--- config.mk ---
export PLATFORM = sky130hd
export DESIGN_NAME = acwg_phase
export DESIGN_NICKNAME = d
export VERILOG_FILES = /design/src/hdl/animated_color_wave_generator_defines.svh /design/src/hdl/acwg_pkg.sv /design/src/hdl/acwg_phase.sv
export SDC_FILE = /design/constraint.sdc
export NUM_CORES = 1
export LEC_CHECK = 0
export ABC_CLOCK_PERIOD_IN_PS = 8400
export BUFFER_PORTS_ARGS = -buffer_cell sky130_fd_sc_hd__buf_2
export CAP_MARGIN = 20
export CORE_ASPECT_RATIO = 0.8
export CORE_MARGIN = 4
export CORE_UTILIZATION = 29
export CTS_CLUSTER_SIZE = 30
export DETAILED_ROUTE_END_ITERATION = 8
export GPL_ROUTABILITY_DRIVEN = 1
export HOLD_SLACK_MARGIN = 0.1
export SYNTH_ARGS = -nofsm -noshare
export SYNTH_HDL_FRONTEND = slang
export SYNTH_SLANG_ARGS = --single-unit
--- constraint.sdc ---
create_clock -name clk -period 8.4 [get_ports clk]
set_clock_uncertainty 0.1 [all_clocks]
set_input_delay 0 -clock clk [delete_from_list [all_inputs] [get_ports clk]]
set_output_delay 0 -clock clk [all_outputs]
set_load 0.01 [all_outputs]
--- src/hdl/animated_color_wave_generator_defines.svh ---
// Assertion macros for the animated color wave generator.
// Included by files that carry concurrent checks; no other dependencies.
`ifndef ANIMATED_COLOR_WAVE_GENERATOR_DEFINES_SVH
`define ANIMATED_COLOR_WAVE_GENERATOR_DEFINES_SVH
`ifndef SYNTHESIS
`define ACWG_ASSERT_IMP(lbl, clk, rst_n, ante, cons) \
  lbl: assert property (@(posedge clk) disable iff (!rst_n) (ante) |-> (cons)) \
    else $error("acwg check failed");
`define ACWG_ASSERT_NXT(lbl, clk, rst_n, ante, cons) \
  lbl: assert property (@(posedge clk) disable iff (!rst_n) (ante) |=> (cons)) \
    else $error("acwg check failed");
`else
`define ACWG_ASSERT_IMP(lbl, clk, rst_n, ante, cons)
`define ACWG_ASSERT_NXT(lbl, clk, rst_n, ante, cons)
`endif
`endif

--- src/hdl/acwg_pkg.sv ---
// Shared types and constants of the animated color wave generator.
// No dependencies; imported by every module of the block.
`timescale 1ns / 1ps
`default_nettype none

package acwg_pkg;

  localparam int DEFAULT_SINE_TABLE_DEPTH = 1024;
  localparam int CHANNEL_COUNT = 4;
  localparam int CHAN_W = 16;
  localparam int TIME_W = 48;
  localparam int FREQ_W = 24;
  localparam int PHASE_W = 32;
  localparam int CFG_IDX_W = 2;
  localparam int CFG_DATA_W = CHANNEL_COUNT * CHAN_W;

  typedef enum logic [1:0] {
    WAVE_SAW    = 2'd0,
    WAVE_SINE   = 2'd1,
    WAVE_RAISED = 2'd2,
    WAVE_OFF    = 2'd3
  } wave_mode_t;

  typedef enum logic [CFG_IDX_W-1:0] {
    CFG_WAVE_MODE       = 2'd0,
    CFG_FREQUENCY       = 2'd1,
    CFG_BASE_COLOR      = 2'd2,
    CFG_SWING_DIRECTION = 2'd3
  } cfg_reg_t;

  typedef logic [CHANNEL_COUNT-1:0][CHAN_W-1:0] chan_vec_t;

  // Side information that rides along with the sine lookup.
  typedef struct packed {
    logic [1:0]        quad;
    logic signed [15:0] saw;
  } wave_info_t;

endpackage

`default_nettype wire

--- src/hdl/acwg_phase.sv ---
// Phase stages: frequency times time, then quadrant, table index and sawtooth.
// Depends on acwg_pkg.
`timescale 1ns / 1ps
`default_nettype none

module acwg_phase
  import acwg_pkg::*;
#(
  parameter int SINE_TABLE_DEPTH = DEFAULT_SINE_TABLE_DEPTH,
  localparam int IDX_W = $clog2(SINE_TABLE_DEPTH + 1)
) (
  input  wire logic              clk,
  input  wire logic              rst_n,
  input  wire logic [FREQ_W-1:0] cfg_freq,
  input  wire logic              in_valid,
  output logic                   in_ready,
  input  wire logic [TIME_W-1:0] in_time,
  output logic                   out_valid,
  input  wire logic              out_ready,
  output logic [IDX_W-1:0]       out_idx,
  output wave_info_t             out_info
);

  localparam int PROD_W = PHASE_W - 2 + IDX_W;
  localparam logic [PROD_W-1:0] DEPTH_V = PROD_W'(SINE_TABLE_DEPTH);
  localparam logic [PROD_W-1:0] HALF_STEP = PROD_W'(1) << (PHASE_W - 3);

  logic               v1_r, v2_r;
  logic               rdy1, rdy2;
  logic [PHASE_W-1:0] phase_r, phase_nxt;
  logic [PROD_W-1:0]  scaled;
  logic [IDX_W-1:0]   idx_raw, idx_nxt, idx_r;
  wave_info_t         info_nxt, info_r;

  assign rdy2     = !v2_r || out_ready;
  assign rdy1     = !v1_r || rdy2;
  assign in_ready = rdy1;

  // Only the fraction of a turn is kept, so the low 32 bits of time suffice.
  assign phase_nxt = PHASE_W'(cfg_freq) * in_time[PHASE_W-1:0];

  always_comb begin
    scaled  = PROD_W'(phase_r[PHASE_W-3:0]) * DEPTH_V + HALF_STEP;
    idx_raw = scaled[PROD_W-1:PHASE_W-2];
    idx_nxt = phase_r[PHASE_W-2] ? (DEPTH_V[IDX_W-1:0] - idx_raw) : idx_raw;
    info_nxt.quad = phase_r[PHASE_W-1:PHASE_W-2];
    info_nxt.saw  = signed'({~phase_r[PHASE_W-1], phase_r[PHASE_W-2:PHASE_W-16]});
  end

  always_ff @(posedge clk) begin
    if (!rst_n) begin
      v1_r <= 1'b0;
      v2_r <= 1'b0;
    end else begin
      if (rdy1) v1_r <= in_valid;
      if (rdy2) v2_r <= v1_r;
    end
  end

  always_ff @(posedge clk) begin
    if (rdy1 && in_valid) phase_r <= phase_nxt;
    if (rdy2 && v1_r) begin
      idx_r  <= idx_nxt;
      info_r <= info_nxt;
    end
  end

  assign out_valid = v2_r;
  assign out_idx   = idx_r;
  assign out_info  = info_r;

endmodule

`default_nettype wire

==> run metrics, run 1 <==
status=completed; multi-input combinational cell area=13,200 µm²; period utilization=78.5%; vias=11,600; global-route wire length before repair=72.4 mm; Max Cap Viol=0; CP Cell Sequence=buf_2 > and2_1 > fa_1 > inv_1 > fa_1 > fa_1 > inv_1 > fa_1 > fa_1 > fa_1 > inv_1 > fa_1 > inv_1 > ha_1 > nand3_1 > nor2_1 > o21ai_0 > a31oi_1 > nor3_2 > a21oi_1 > a311oi_1; Post-synth EDFFs=44; Period minus WS final=6.60 ns; Max FO, Critical Path=28; share of layout cells above drive strength 1=6.45%; Unique masters post-synth=52; core area=56,800 µm²; largest net degree at the start of global routing=32; Gate Count Post-Synth=1,809; syn_area_per_cell=9.21 µm²; number of remaining DRC errors=0; Startpoint Class=input port; ys flop type=edfxtp_1; main area contributors after synthesis=fa_1 47%, and2_1 12%, inv_1 11%; TritonCTS clock tree=done; area grow syn2layout=7.81%; Routed Antenna Nets=0; clk sinks=46; Fillers=5,981; synthesis warning total=0; CP max stage delay=0.57 ns; required time worst endpoint=8.39 ns; RSZ-0062 raised after global routing=no; post-CTS sizing=0; Mapped Nets=2,362; Slew HR=41.7%; Worst-path clk slew=0.06 ns; Die Wd=276 µm; Iter 0 DRT Violations=614; worst min path class=input port to primary output; Async S/R FF share, synth=0%; Overflow after GRT=0; FF/Latch Area=1360 µm²; Post-Synthesis Cell Area=16,700 µm²; total track usage=14.7%; Num CTS Buffers=5; Fin Setup TNS=0 ns; Max clock buf depth=2; crit end category=flip-flop; post-detail-place hpwl=35.2 mm; final setup violation count=0; share of the synthesized area in the top cell type=46.6%; DRT Wirelength=43.7 mm; Die ar.=61,400 µm²; vias per cell=4.48; worst skew pair latency=0.28 ns; CTS root buf=clkbuf_16; H-tree Lvls=2; post-place instance area=17,800 µm²; num rows=78; Finished Cell Area=18,000 µm²; max frequency=0.152 GHz; initial antenna violation count=3; nets=2,382; Tightest Pin Transition=0.869 ns; Fin. Hold Viols=0; number of global-route vias before repair=13,200; Final Max Slew Viols=0; drt first pass iters=4; Boundary Pins=107; GP Congestion=0.835; Synth area leader=fa_1; Die Y=222 µm; Seq/Total Area, Yosys=8.17%; Initial Utilization=29.3%; critical path's slowest cell=buf_2; Wirelength per Cell=16.9 µm; #FFs+latches synth=46; Util after Layout=31.6%; Worst Setup Path Type=input port to flip-flop; CP dominant cell by count=fa_1; IO buf count=90; Worst Path Arrival=6.59 ns; Post-CTS Setup Inserts=0
flip-flops by register name, summed over array words and instances (netlist names):
name,flops
out_idx,11
out_info,17
out_valid,1
phase_r,16
v1_r,1
per-layer routing:
metal / wire, µm / vias to the layer above / share of wire, % / track usage (%)
li1: - / 5208 / - / -
met1: 19900 / 5987 / 46 / 20.3
met2: 19900 / 334 / 46 / 23.9
met3: 2800 / 62 / 6.4 / 3.06
met4: 1070 / 4 / 2.5 / 3.15
met5: 26 / - / 0.059 / 0
cells in the mapped netlist (3+ instances only):
master    instances
a211oi_1          6
xnor2_1          51
nand2b_1          3
ha_1             89
o21a_1            5
fa_1            388
and2_1          326
edfxtp_1         44
a21oi_1          17
a21o_1            8
xor2_1           19
nand2_1         190
clkbuf_1         79
nor2_1           18
nor2b_1           7
o31ai_1           3
a31oi_1           5
nand3_1          10
o21ai_0          15
and3_1            4
nor3_1            8
inv_1           473
cell usage in the layout (no fill, tap or decap), drive strengths merged, types with 2 or more instances in the layout:
cell	Yosys	routed
nor3	10	10
a21o	8	8
a21oi	17	17
clkbuf	79	5
nand2	191	191
nor4	3	3
o21ai	17	17
o21a	5	5
a211oi	6	6
a31oi	5	5
nor2b	7	7
nand3	12	12
dlygate4sd3	0	4
a31o	3	3
and2	326	326
nor2	18	18
inv	473	473
o31ai	4	4
fa	388	388
edfxtp	44	44
nand2b	3	3
xnor2	53	53
clkinv	0	2
ha	89	89
xor2	20	20
a41oi	2	2
buf	6	94
and3	4	4
dfxtp	2	2
o211ai	2	2
worst paths after layout:
check	startpoint	depth (start not counted)	slack (ns)	end
worst max-delay path	cfg_freq[4]	21	1.80	phase_r[29]
worst min-delay path	out_ready	4	0.26	in_ready
worst max register to register	phase_r[19]	8	5.91	out_idx[10]
worst min register to register	phase_r[18]	0	0.33	out_info[2]
worst max-delay path, delay by kind of cell:
kind	cells	cell delay [ns]
buffers and inverters	5	0.81
AOI/OAI and AO/OA	4	1.19
and+or+nand+nor	4	0.88
adders and majority gates	8	3.66
layout make-up:
cell class,instances,area share [%]
Inverter,473,9.88
Sequential cell,46,7.58
Clock buffer,5,0.696
Timing Repair Buffer,98,2.90
Clock inverter,3,0.223
Antenna cell,1,0.0139
Tap cell,760,5.29
Multi-Input combinational cell,1205,73.4
kinds of logic after synthesis:
kind of cell             Yosys count  synth area share [%]
AND/OR/NAND/NOR                  578                  18.7
buffers and inverters            558                  12.7
adder cells (fa/ha/maj)          477                  53.3
AO/OA/AOI/OAI                     74                  2.96
XOR/XNOR                          74                  4.11
flip-flops                        46                  8.17
multiplexers                       2                 0.128
through the flow:
step / instances / hold WS [ns] / worst slack (ns)
after floorplan: 1809 / 0.0178 / 2.43
after global placement: 2578 / 0.115 / 1.51
after detailed placement: 2578 / 0.128 / 1.47
after CTS: 2590 / 0.264 / 1.77
after global routing: 2591 / 0.340 / 1.41
final: 2591 / 0.264 / 1.80
timing repair:
item,4_1_cts,5_1_grt
setup endpoints to repair,0,0
hold buffers,4,0
endpoints found under the hold margin,2,0
Power of run 1 is not shown: default switching activity piles up to over one toggle a cycle in this logic, so the estimate is an artifact.
==> run 2, diff against run 1 <==
ABC_CLOCK_PERIOD_IN_PS = 6900   (was 8400)
clock period = 6.9 ns   (was 8.4 ns; I/O delays follow)
==> run metrics, run 2 (synthesis gave the netlist of run 1 again) <==
status=completed; RSZ-0062 raised after global routing=no; number of remaining DRC errors=0; post-detail-place hpwl=37.7 mm; CP max stage delay=0.56 ns; most frequent cells in the layout=473 x inv_1, 388 x fa_1, 326 x and2_1; number of flip-flops in the largest register=17; period utilization=91.7%; Overflow after GRT=0; Max FO, Critical Path=18; Worst-path clk slew=0.06 ns; share of layout cells above drive strength 1=8.09%; clk sinks=46; DRT Wirelength=44.2 mm; post-place instance area=18,000 µm²; Worst Setup Path Type=input port to flip-flop; max frequency=0.158 GHz; nets=2,418; Post-CTS Setup Inserts=0; Num CTS Buffers=5; required time worst endpoint=6.82 ns; critical path's slowest cell=fa_1; Util after Layout=32.1%; Finished Layout Cells=2,626; Die ar.=61,400 µm²; Die Wd=276 µm; drt first pass iters=5; crit end category=flip-flop; final setup violation count=0; Wirelength per Cell=16.8 µm; largest net degree at the start of global routing=29; Startpoint Class=input port; CTS root buf=clkbuf_16; area grow syn2layout=9.32%; H-tree Lvls=2; Die Y=222 µm; Initial Utilization=29.3%; Fin Setup TNS=0 ns; global-route wire length before repair=73.5 mm; core area=56,800 µm²; Tightest Pin Transition=0.754 ns; total track usage=14.9%; Finished Cell Area=18,200 µm²; commonest non-fill, non-tap cell in the layout=inv_1; Max clock buf depth=2; initial antenna violation count=0; final antenna diode count=0; vias per cell=4.45; CP dominant cell by count=fa_1; worst skew pair latency=0.28 ns; Max Cap Viol=0; vias=11,700; Iter 0 DRT Violations=650; TritonCTS clock tree=done; Period minus WS final=6.32 ns; CP Cell Sequence=buf_2 > buf_4 > and2_1 > fa_1 > inv_1 > fa_1 > fa_1 > inv_1 > ha_1 > fa_1 > fa_1 > inv_1 > fa_1 > inv_1 > ha_1 > a21oi_1 > nor2_1 > o21ai_0 > a31oi_1 > nor3_2 > o21ai_0 > xor2_1; Boundary Pins=107; Slew HR=49.4%; number of global-route vias before repair=13,300; Worst Path Arrival=6.24 ns; Final Max Slew Viols=0; num rows=78; Routed Antenna Nets=0; GP Congestion=0.854; IO buf count=90; dpl cells=2,614; Fin. Hold Viols=0; worst min path class=input port to primary output
run 2: cell count changes in the layout (fill, tap and decap cells not counted):
| cell | delta |
|---|---|
| clkinv_1 | +3 |
| buf_12 | +1 |
| diode_2 | -1 |
| buf_4 | +35 |
| clkinv_2 | -2 |
| bufinv_16 | -1 |
run 2: worst paths after layout:
kind	from	endpoint	slack, ns	cells after the start
min reg2reg	phase_r[17]	out_info[1]	0.33	0
min	out_ready	in_ready	0.26	4
max	cfg_freq[2]	phase_r[26]	0.58	22
max reg2reg	phase_r[19]	out_idx[9]	4.39	7
run 2: what timing repair did:
action / CTS / global route
hold buffers: 4 / 0
endpoints found under the hold margin: 2 / 0
gates resized for setup: 0 / 0
run 2: area by class of cell:
class,instances,area [µm²]
fillers,5974,38600
multi-input cells,1205,13200
inverters,473,1780
flip-flops and latches,46,1360
well taps,760,951
repair buffers,134,803
clock buffers,5,125
clock inverters,3,11.3
run 2: worst max-delay path: cells and delay by family:
kind                       cells  cell delay, ns
xor gates and xnor gates       1            0.17
and+or+nand+nor                3            0.60
adders and majority gates      8            3.40
AOI/OAI and AO/OA              4            1.08
buffers and inverters          6            0.98
run 2: metrics by stage:
stage	setup WS, ns	hold slack, ns
3_3_place_gp	0.281	0.115
4_1_cts	0.519	0.267
6_report	0.575	0.263
5_1_grt	0.174	0.320
2_1_floorplan	0.929	0.0178
3_5_place_dp	0.189	0.135
run 2: layer usage:
metal / track usage [%] / share of wire, % / vias to the layer above
li1: - / - / 5285
met1: 21.8 / 47 / 6053
met2: 24.4 / 46 / 308
met3: 1.79 / 5.6 / 31
met4: 1.77 / 1.2 / 0
met5: 0 / 0 / -
Power of run 2 is left out for the same reason.
