<file path="config.mk">
export PLATFORM = sky130hd
export DESIGN_NAME = acwg_mix
export DESIGN_NICKNAME = d
export VERILOG_FILES = /design/src/hdl/animated_color_wave_generator_defines.svh /design/src/hdl/acwg_pkg.sv /design/src/hdl/acwg_mix.sv
export SDC_FILE = /design/constraint.sdc
export NUM_CORES = 2
export LEC_CHECK = 0
export BUFFER_PORTS_ARGS = -buffer_cell sky130_fd_sc_hd__buf_4
export CORE_MARGIN = 4
export CORE_UTILIZATION = 35
export DETAILED_ROUTE_END_ITERATION = 6
export GPL_TIMING_DRIVEN = 0
export HOLD_SLACK_MARGIN = 0.03
export PLACE_DENSITY = 0.54
export SLEW_MARGIN = 30
export SYNTH_ARGS = -nofsm -noshare
export SYNTH_HDL_FRONTEND = slang
export SYNTH_SLANG_ARGS = --single-unit
</file>
<file path="constraint.sdc">
create_clock -name clk -period 17.4 [get_ports clk]
set_input_delay 4.35 -clock clk [delete_from_list [all_inputs] [get_ports clk]]
set_output_delay 4.35 -clock clk [all_outputs]
set_load 0.01 [all_outputs]
</file>
<file path="src/hdl/animated_color_wave_generator_defines.svh">
// Assertion macros for the animated color wave generator.
// Included by files that carry concurrent checks; no other dependencies.
`ifndef ANIMATED_COLOR_WAVE_GENERATOR_DEFINES_SVH
`define ANIMATED_COLOR_WAVE_GENERATOR_DEFINES_SVH
`ifndef SYNTHESIS
`define ACWG_ASSERT_IMP(lbl, clk, rst_n, ante, cons) \
  lbl: assert property (@(posedge clk) disable iff (!rst_n) (ante) |-> (cons)) \
    else $error("acwg check failed");
`define ACWG_ASSERT_NXT(lbl, clk, rst_n, ante, cons) \
  lbl: assert property (@(posedge clk) disable iff (!rst_n) (ante) |=> (cons)) \
    else $error("acwg check failed");
`else
`define ACWG_ASSERT_IMP(lbl, clk, rst_n, ante, cons)
`define ACWG_ASSERT_NXT(lbl, clk, rst_n, ante, cons)
`endif
`endif

</file>
<file path="src/hdl/acwg_pkg.sv">
// Shared types and constants of the animated color wave generator.
// No dependencies; imported by every module of the block.
`timescale 1ns / 1ps
`default_nettype none

package acwg_pkg;

  localparam int DEFAULT_SINE_TABLE_DEPTH = 1024;
  localparam int CHANNEL_COUNT = 4;
  localparam int CHAN_W = 16;
  localparam int TIME_W = 48;
  localparam int FREQ_W = 24;
  localparam int PHASE_W = 32;
  localparam int CFG_IDX_W = 2;
  localparam int CFG_DATA_W = CHANNEL_COUNT * CHAN_W;

  typedef enum logic [1:0] {
    WAVE_SAW    = 2'd0,
    WAVE_SINE   = 2'd1,
    WAVE_RAISED = 2'd2,
    WAVE_OFF    = 2'd3
  } wave_mode_t;

  typedef enum logic [CFG_IDX_W-1:0] {
    CFG_WAVE_MODE       = 2'd0,
    CFG_FREQUENCY       = 2'd1,
    CFG_BASE_COLOR      = 2'd2,
    CFG_SWING_DIRECTION = 2'd3
  } cfg_reg_t;

  typedef logic [CHANNEL_COUNT-1:0][CHAN_W-1:0] chan_vec_t;

  // Side information that rides along with the sine lookup.
  typedef struct packed {
    logic [1:0]        quad;
    logic signed [15:0] saw;
  } wave_info_t;

endpackage

`default_nettype wire

</file>
<file path="src/hdl/acwg_mix.sv">
// Mix stages: wave factor by mode, per-channel products, rounding and clamp.
// Depends on acwg_pkg.
`timescale 1ns / 1ps
`default_nettype none

module acwg_mix
  import acwg_pkg::*;
(
  input  wire logic              clk,
  input  wire logic              rst_n,
  input  wire wave_mode_t        cfg_mode,
  input  wire chan_vec_t         cfg_base,
  input  wire chan_vec_t         cfg_swing,
  input  wire logic              in_valid,
  output logic                   in_ready,
  input  wire logic [CHAN_W-1:0] in_sine,
  input  wire wave_info_t        in_info,
  output logic                   out_valid,
  input  wire logic              out_ready,
  output chan_vec_t              out_chan,
  output logic                   out_animating
);

  localparam logic signed [19:0] FULL_SCALE = 20'sd32768;

  logic v4_r, v5_r, v6_r;
  logic rdy4, rdy5, rdy6;

  logic signed [16:0] sine_val;
  logic signed [17:0] raised;
  logic signed [16:0] factor_nxt, factor_r;
  logic               anim_nxt, anim4_r, anim5_r, anim6_r;

  logic signed [32:0] prod_nxt [CHANNEL_COUNT];
  logic signed [32:0] prod_r   [CHANNEL_COUNT];
  logic signed [33:0] rnd      [CHANNEL_COUNT];
  logic signed [19:0] sum      [CHANNEL_COUNT];
  chan_vec_t          chan_nxt, chan_r;

  assign rdy6     = !v6_r || out_ready;
  assign rdy5     = !v5_r || rdy6;
  assign rdy4     = !v4_r || rdy5;
  assign in_ready = rdy4;

  always_comb begin
    sine_val = signed'({1'b0, in_sine});
    if (in_info.quad[1]) sine_val = -sine_val;
    raised     = 18'(sine_val) + 18'sd32768;
    factor_nxt = 17'sd0;
    anim_nxt   = 1'b1;
    unique case (cfg_mode)
      WAVE_SAW:    factor_nxt = 17'(in_info.saw);
      WAVE_SINE:   factor_nxt = sine_val;
      WAVE_RAISED: factor_nxt = signed'(raised[17:1]);
      WAVE_OFF: begin
        factor_nxt = 17'sd0;
        anim_nxt   = 1'b0;
      end
    endcase
  end

  always_comb begin
    for (int c = 0; c < CHANNEL_COUNT; c++) begin
      prod_nxt[c] = 33'(factor_r) * 33'(signed'(cfg_swing[c]));
    end
  end

  // Round half up by a floor shift of the biased product, then clamp to 0..1.0.
  always_comb begin
    for (int c = 0; c < CHANNEL_COUNT; c++) begin
      rnd[c] = 34'(prod_r[c]) + 34'sd16384;
      sum[c] = signed'({4'd0, cfg_base[c]}) + 20'(signed'(rnd[c][33:15]));
      if (sum[c] < 20'sd0)            chan_nxt[c] = '0;
      else if (sum[c] > FULL_SCALE)   chan_nxt[c] = FULL_SCALE[CHAN_W-1:0];
      else                            chan_nxt[c] = sum[c][CHAN_W-1:0];
    end
  end

  always_ff @(posedge clk) begin
    if (!rst_n) begin
      v4_r <= 1'b0;
      v5_r <= 1'b0;
      v6_r <= 1'b0;
    end else begin
      if (rdy4) v4_r <= in_valid;
      if (rdy5) v5_r <= v4_r;
      if (rdy6) v6_r <= v5_r;
    end
  end

  always_ff @(posedge clk) begin
    if (rdy4 && in_valid) begin
      factor_r <= factor_nxt;
      anim4_r  <= anim_nxt;
    end
    if (rdy5 && v4_r) begin
      prod_r  <= prod_nxt;
      anim5_r <= anim4_r;
    end
    if (rdy6 && v5_r) begin
      chan_r  <= chan_nxt;
      anim6_r <= anim5_r;
    end
  end

  assign out_valid     = v6_r;
  assign out_chan      = chan_r;
  assign out_animating = anim6_r;

endmodule

`default_nettype wire

</file>
==> results.txt <==
----------------------------------------------------
[Placement]
  Count of input and output buffers ... 220
  Instance count after placement with tap cells included ... 7452
  Routability Congestion ... 0.9382
  Detailed-placement wirelength estimate ... 129.5 mm
  Post-DP Area ... 0.05448 mm²

[Timing]
  Total count of hold-check failures in the final report ... 0
  Peak Freq ... 0.09108 GHz
  Clock period minus worst slack ... 10980 ps
  Setup repair after global routing missed its margin ... false
  Worst slew margin relative to its limit ... 0.2545
  Setup violators final ... 0
  Slew @ Worst Pin ... 1118 ps
  Final period util ... 0.6310
  Total negative slack for setup checks ... 0 ps
  Worst clock skew on the final layout ... 34.96 ps
  Max-slew violation count ... 0

[GRT]
  Overall fraction of global-route tracks in use ... 0.2189
  Number of antenna violations at the first check in global routing ... 30
  Pin count of the biggest net entering global routing ... 20
  Global Route met2 Usage ... 0.3453
  First-pass GRT wire length ... 242.2 mm
  Met3 global-route usage ... 0.05114
  Global routing's busiest layer ... met2
  Vias in the first global route ... 39250
  Aggregate global routing overflow ... 0
  Met1 global-route usage ... 0.2935

[Floorplanning]
  Die area ... 0.1493 mm²
  Core outline area ... 0.1419 mm²
  X dimension of the die ... 386.4 µm
  Top-level port count ... 235
  Starting utilization of the core area ... 0.3531
  Vertical die dimension ... 386.4 µm
  Num rows ... 138

[Clocking]
  Total clock buffers created by CTS ... 17
  CTS Root Cell ... sky130_fd_sc_hd__clkbuf_16
  Clock tree from TritonCTS ... yes
  Clock sink count ... 163
  Register clock-pin slew on the reported worst setup and hold paths ... 70 ps
  Maximum clock path buffer count ... 2
  Number of H-tree branching levels ... 4
  Quantity of gates resized following cts ... 0
  Quantity of hold-fixing buffers added after cts ... 0
  Post-CTS repair timing setup buffer count ... 0
  Clk Latency, worst-skew pair ... 570 ps

[Yosys]
  Synthesized net count ... 6996
  Synthesized instance count ... 5330
  Yosys warnings ... 0
  Most used DFF post-synth ... sky130_fd_sc_hd__edfxtp_1
  Sequential area share after synthesis ... 0.09708
  Proportion of synthesized flip-flops having asynchronous set or reset ... 0
  Ranking of synthesized cells by area ... sky130_fd_sc_hd__fa_1, sky130_fd_sc_hd__ha_1, sky130_fd_sc_hd__edfxtp_1
  EDFF count, synth ... 160
  Cell area after synthesis ... 0.05011 mm²
  Yosys top cell by area ... sky130_fd_sc_hd__fa_1
  Top-area cell type share of the netlist area ... 0.4410
  Avg Cell Area, Syn ... 9.402 µm²
  Number of distinct standard cells referenced by the synthesized netlist ... 79
  Synthesis-stage register bit count ... 163

[Drt]
  Via-per-instance ratio ... 4.953
  DR DRC count ... 0
  Vias after detailed routing ... 37140
  DRC marker count from the first detailed-route iteration ... 2724
  Routed Wire Length ... 157.5 mm
  Detail Route Antenna Nets ... 0
  Drt pass-1 iters ... 7
  Detail-routed net length per standard cell ... 21.00 µm

[Final layout]
  Final layout net count ... 7247
  Share of cells above drive strength 1 ... 0.06221
  Final instance count without filler cells ... 7499
  Final standard cell area without fillers ... 0.05508 mm²
  Signed area change from the synthesized netlist to the final layout ... 9.912%
  Layout fillers ... 14550

[Setup path]
  Largest fanout on the critical path ... 10
  Data required time of the critical path ... 17760 ps
  Path type of the worst setup path ... primary input to flip-flop
  Kind of start point of the critical path ... primary input
  Crit path capture type ... flip-flop
  Signal arrival time at the worst endpoint ... 11340 ps

[Status]
  Status ... complete, no violations

[Min path]
  Worst min-delay path category ... flip-flop to flip-flop

[Flow run]
  Number of max-capacitance violations reported ... 0

----------------------------------------------------
## per-stage QoR
stage / setup slack, ps / hold WS (ps) / utilization
detailed placement: 5923 / 431.2 / 0.3838
global placement: 2051 / 405.6 / 0.3814
finish: 6421 / 428.0 / 0.3881
global route: 5971 / 459.2 / 0.3879
CTS: 6521 / 442.7 / 0.3878
floorplan: 6732 / 400.3 / -
## cells by family (layout without fill, tap and decap cells)
| group | Yosys count | count (layout) | synth area share |
|---|---|---|---|
| other | 0 | 15 | 0 |
| flip-flops | 163 | 163 | 0.09708 |
| buffers and inverters | 1438 | 1702 | 0.1078 |
| AND/OR/NAND/NOR | 1566 | 1566 | 0.1576 |
| adder cells (fa/ha/maj) | 1499 | 1499 | 0.5396 |
| multiplexers | 6 | 6 | 0.001248 |
| XOR/XNOR | 230 | 230 | 0.04020 |
| AO/OA/AOI/OAI | 428 | 428 | 0.05645 |
## synth_stat cells (14+ instances only)
| cell type | number |
|---|---|
| sky130_fd_sc_hd__nand2b_1 | 26 |
| sky130_fd_sc_hd__o22ai_1 | 24 |
| sky130_fd_sc_hd__xnor2_1 | 139 |
| sky130_fd_sc_hd__o21ai_1 | 23 |
| sky130_fd_sc_hd__o21a_1 | 29 |
| sky130_fd_sc_hd__fa_1 | 1104 |
| sky130_fd_sc_hd__ha_1 | 394 |
| sky130_fd_sc_hd__nor2_1 | 150 |
| sky130_fd_sc_hd__and2_1 | 522 |
| sky130_fd_sc_hd__a21oi_1 | 104 |
| sky130_fd_sc_hd__inv_1 | 1219 |
| sky130_fd_sc_hd__clkbuf_1 | 208 |
| sky130_fd_sc_hd__edfxtp_1 | 160 |
| sky130_fd_sc_hd__a211oi_1 | 18 |
| sky130_fd_sc_hd__and3_1 | 33 |
| sky130_fd_sc_hd__o21ai_0 | 54 |
| sky130_fd_sc_hd__nor3_1 | 49 |
| sky130_fd_sc_hd__nand4_1 | 25 |
| sky130_fd_sc_hd__nand2_1 | 595 |
| sky130_fd_sc_hd__o211ai_1 | 14 |
| sky130_fd_sc_hd__xor2_1 | 91 |
| sky130_fd_sc_hd__a21o_1 | 52 |
| sky130_fd_sc_hd__nor2b_1 | 20 |
| sky130_fd_sc_hd__nand3_1 | 65 |
## cell type report
class                      count  area [µm²]  share of cell area
multi-input combinational   3729       39880              0.7240
sequential                   163        4865             0.08832
inverter                    1221        4583             0.08321
tap                         1890        2365             0.04293
timing repair buffer         232        1902             0.03453
buffer                       217       890.9             0.01617
clock buffer                  19       432.9            0.007860
clock inverter                13       125.1            0.002272
antenna                       15       37.54           0.0006815
## worst paths after layout
kind,start,to,slack (ps),depth (start not counted)
min reg2reg,anim4_r$_DFFE_PP_,anim5_r$_DFFE_PP_,430,0
min,anim4_r$_DFFE_PP_,anim5_r$_DFFE_PP_,430,0
max,cfg_swing[8],prod_r[128]$_DFFE_PP_,6420,23
max reg2reg,factor_r[5]$_DFFE_PP_,prod_r[128]$_DFFE_PP_,9240,23
## cells in the final DEF, fill, tap and decap left out, types with 8 or more instances in the layout
cell and n:
sky130_fd_sc_hd__fa_1 1104, sky130_fd_sc_hd__a31oi_1 11, sky130_fd_sc_hd__o22ai_1 24, sky130_fd_sc_hd__o21ai_1 23
sky130_fd_sc_hd__xnor2_1 139, sky130_fd_sc_hd__or3_1 13, sky130_fd_sc_hd__or2_2 8, sky130_fd_sc_hd__xor2_1 91
sky130_fd_sc_hd__clkbuf_16 17, sky130_fd_sc_hd__clkbuf_2 57, sky130_fd_sc_hd__nor3_1 49, sky130_fd_sc_hd__nand4_1 25
sky130_fd_sc_hd__edfxtp_1 160, sky130_fd_sc_hd__ha_1 394, sky130_fd_sc_hd__a211oi_1 18, sky130_fd_sc_hd__nor2_1 150
sky130_fd_sc_hd__inv_1 1219, sky130_fd_sc_hd__and2_1 522, sky130_fd_sc_hd__and3_1 33, sky130_fd_sc_hd__a21o_1 52
sky130_fd_sc_hd__o21a_1 29, sky130_fd_sc_hd__nor3b_1 10, sky130_fd_sc_hd__o21ai_0 54, sky130_fd_sc_hd__nor2b_1 19
sky130_fd_sc_hd__o211ai_1 14, sky130_fd_sc_hd__diode_2 15, sky130_fd_sc_hd__o21bai_1 13, sky130_fd_sc_hd__nand3_1 65
sky130_fd_sc_hd__nand2b_1 26, sky130_fd_sc_hd__nand2_1 595, sky130_fd_sc_hd__buf_4 221, sky130_fd_sc_hd__and4_1 10
sky130_fd_sc_hd__nor4_1 11, sky130_fd_sc_hd__clkbuf_1 153, sky130_fd_sc_hd__a21oi_1 104
## sequential cells by signal, indices dropped and copies added, names as in the netlist
name           flops
prod_r            76
out_chan          64
factor_r          17
anim4_r            1
anim5_r            1
out_animating      1
out_valid          1
v4_r               1
v5_r               1
## worst max-delay path, stage by stage
cell	delay, ps
sky130_fd_sc_hd__clkbuf_1	610
sky130_fd_sc_hd__clkbuf_1	460
sky130_fd_sc_hd__nand2_1	140
sky130_fd_sc_hd__fa_1	550
sky130_fd_sc_hd__inv_1	50
sky130_fd_sc_hd__fa_1	510
sky130_fd_sc_hd__inv_1	60
sky130_fd_sc_hd__fa_1	530
sky130_fd_sc_hd__inv_1	50
sky130_fd_sc_hd__fa_1	480
sky130_fd_sc_hd__fa_1	490
sky130_fd_sc_hd__inv_1	50
sky130_fd_sc_hd__fa_1	470
sky130_fd_sc_hd__inv_1	40
sky130_fd_sc_hd__ha_1	330
sky130_fd_sc_hd__o21ai_0	130
sky130_fd_sc_hd__nor3b_1	160
sky130_fd_sc_hd__nor4_1	720
sky130_fd_sc_hd__o211a_1	270
sky130_fd_sc_hd__o21ai_1	110
sky130_fd_sc_hd__a21boi_1	310
sky130_fd_sc_hd__o211ai_1	150
sky130_fd_sc_hd__a221oi_1	300
## per-layer routing
metal | share of wire | up-vias
li1 | - | 16650
met1 | 0.42 | 18950
met2 | 0.46 | 1273
met3 | 0.084 | 263
met4 | 0.039 | 8
met5 | 0.00036 | -
Power is not shown: default switching activity piles up to over one toggle a cycle in this logic, so the estimate is an artifact.
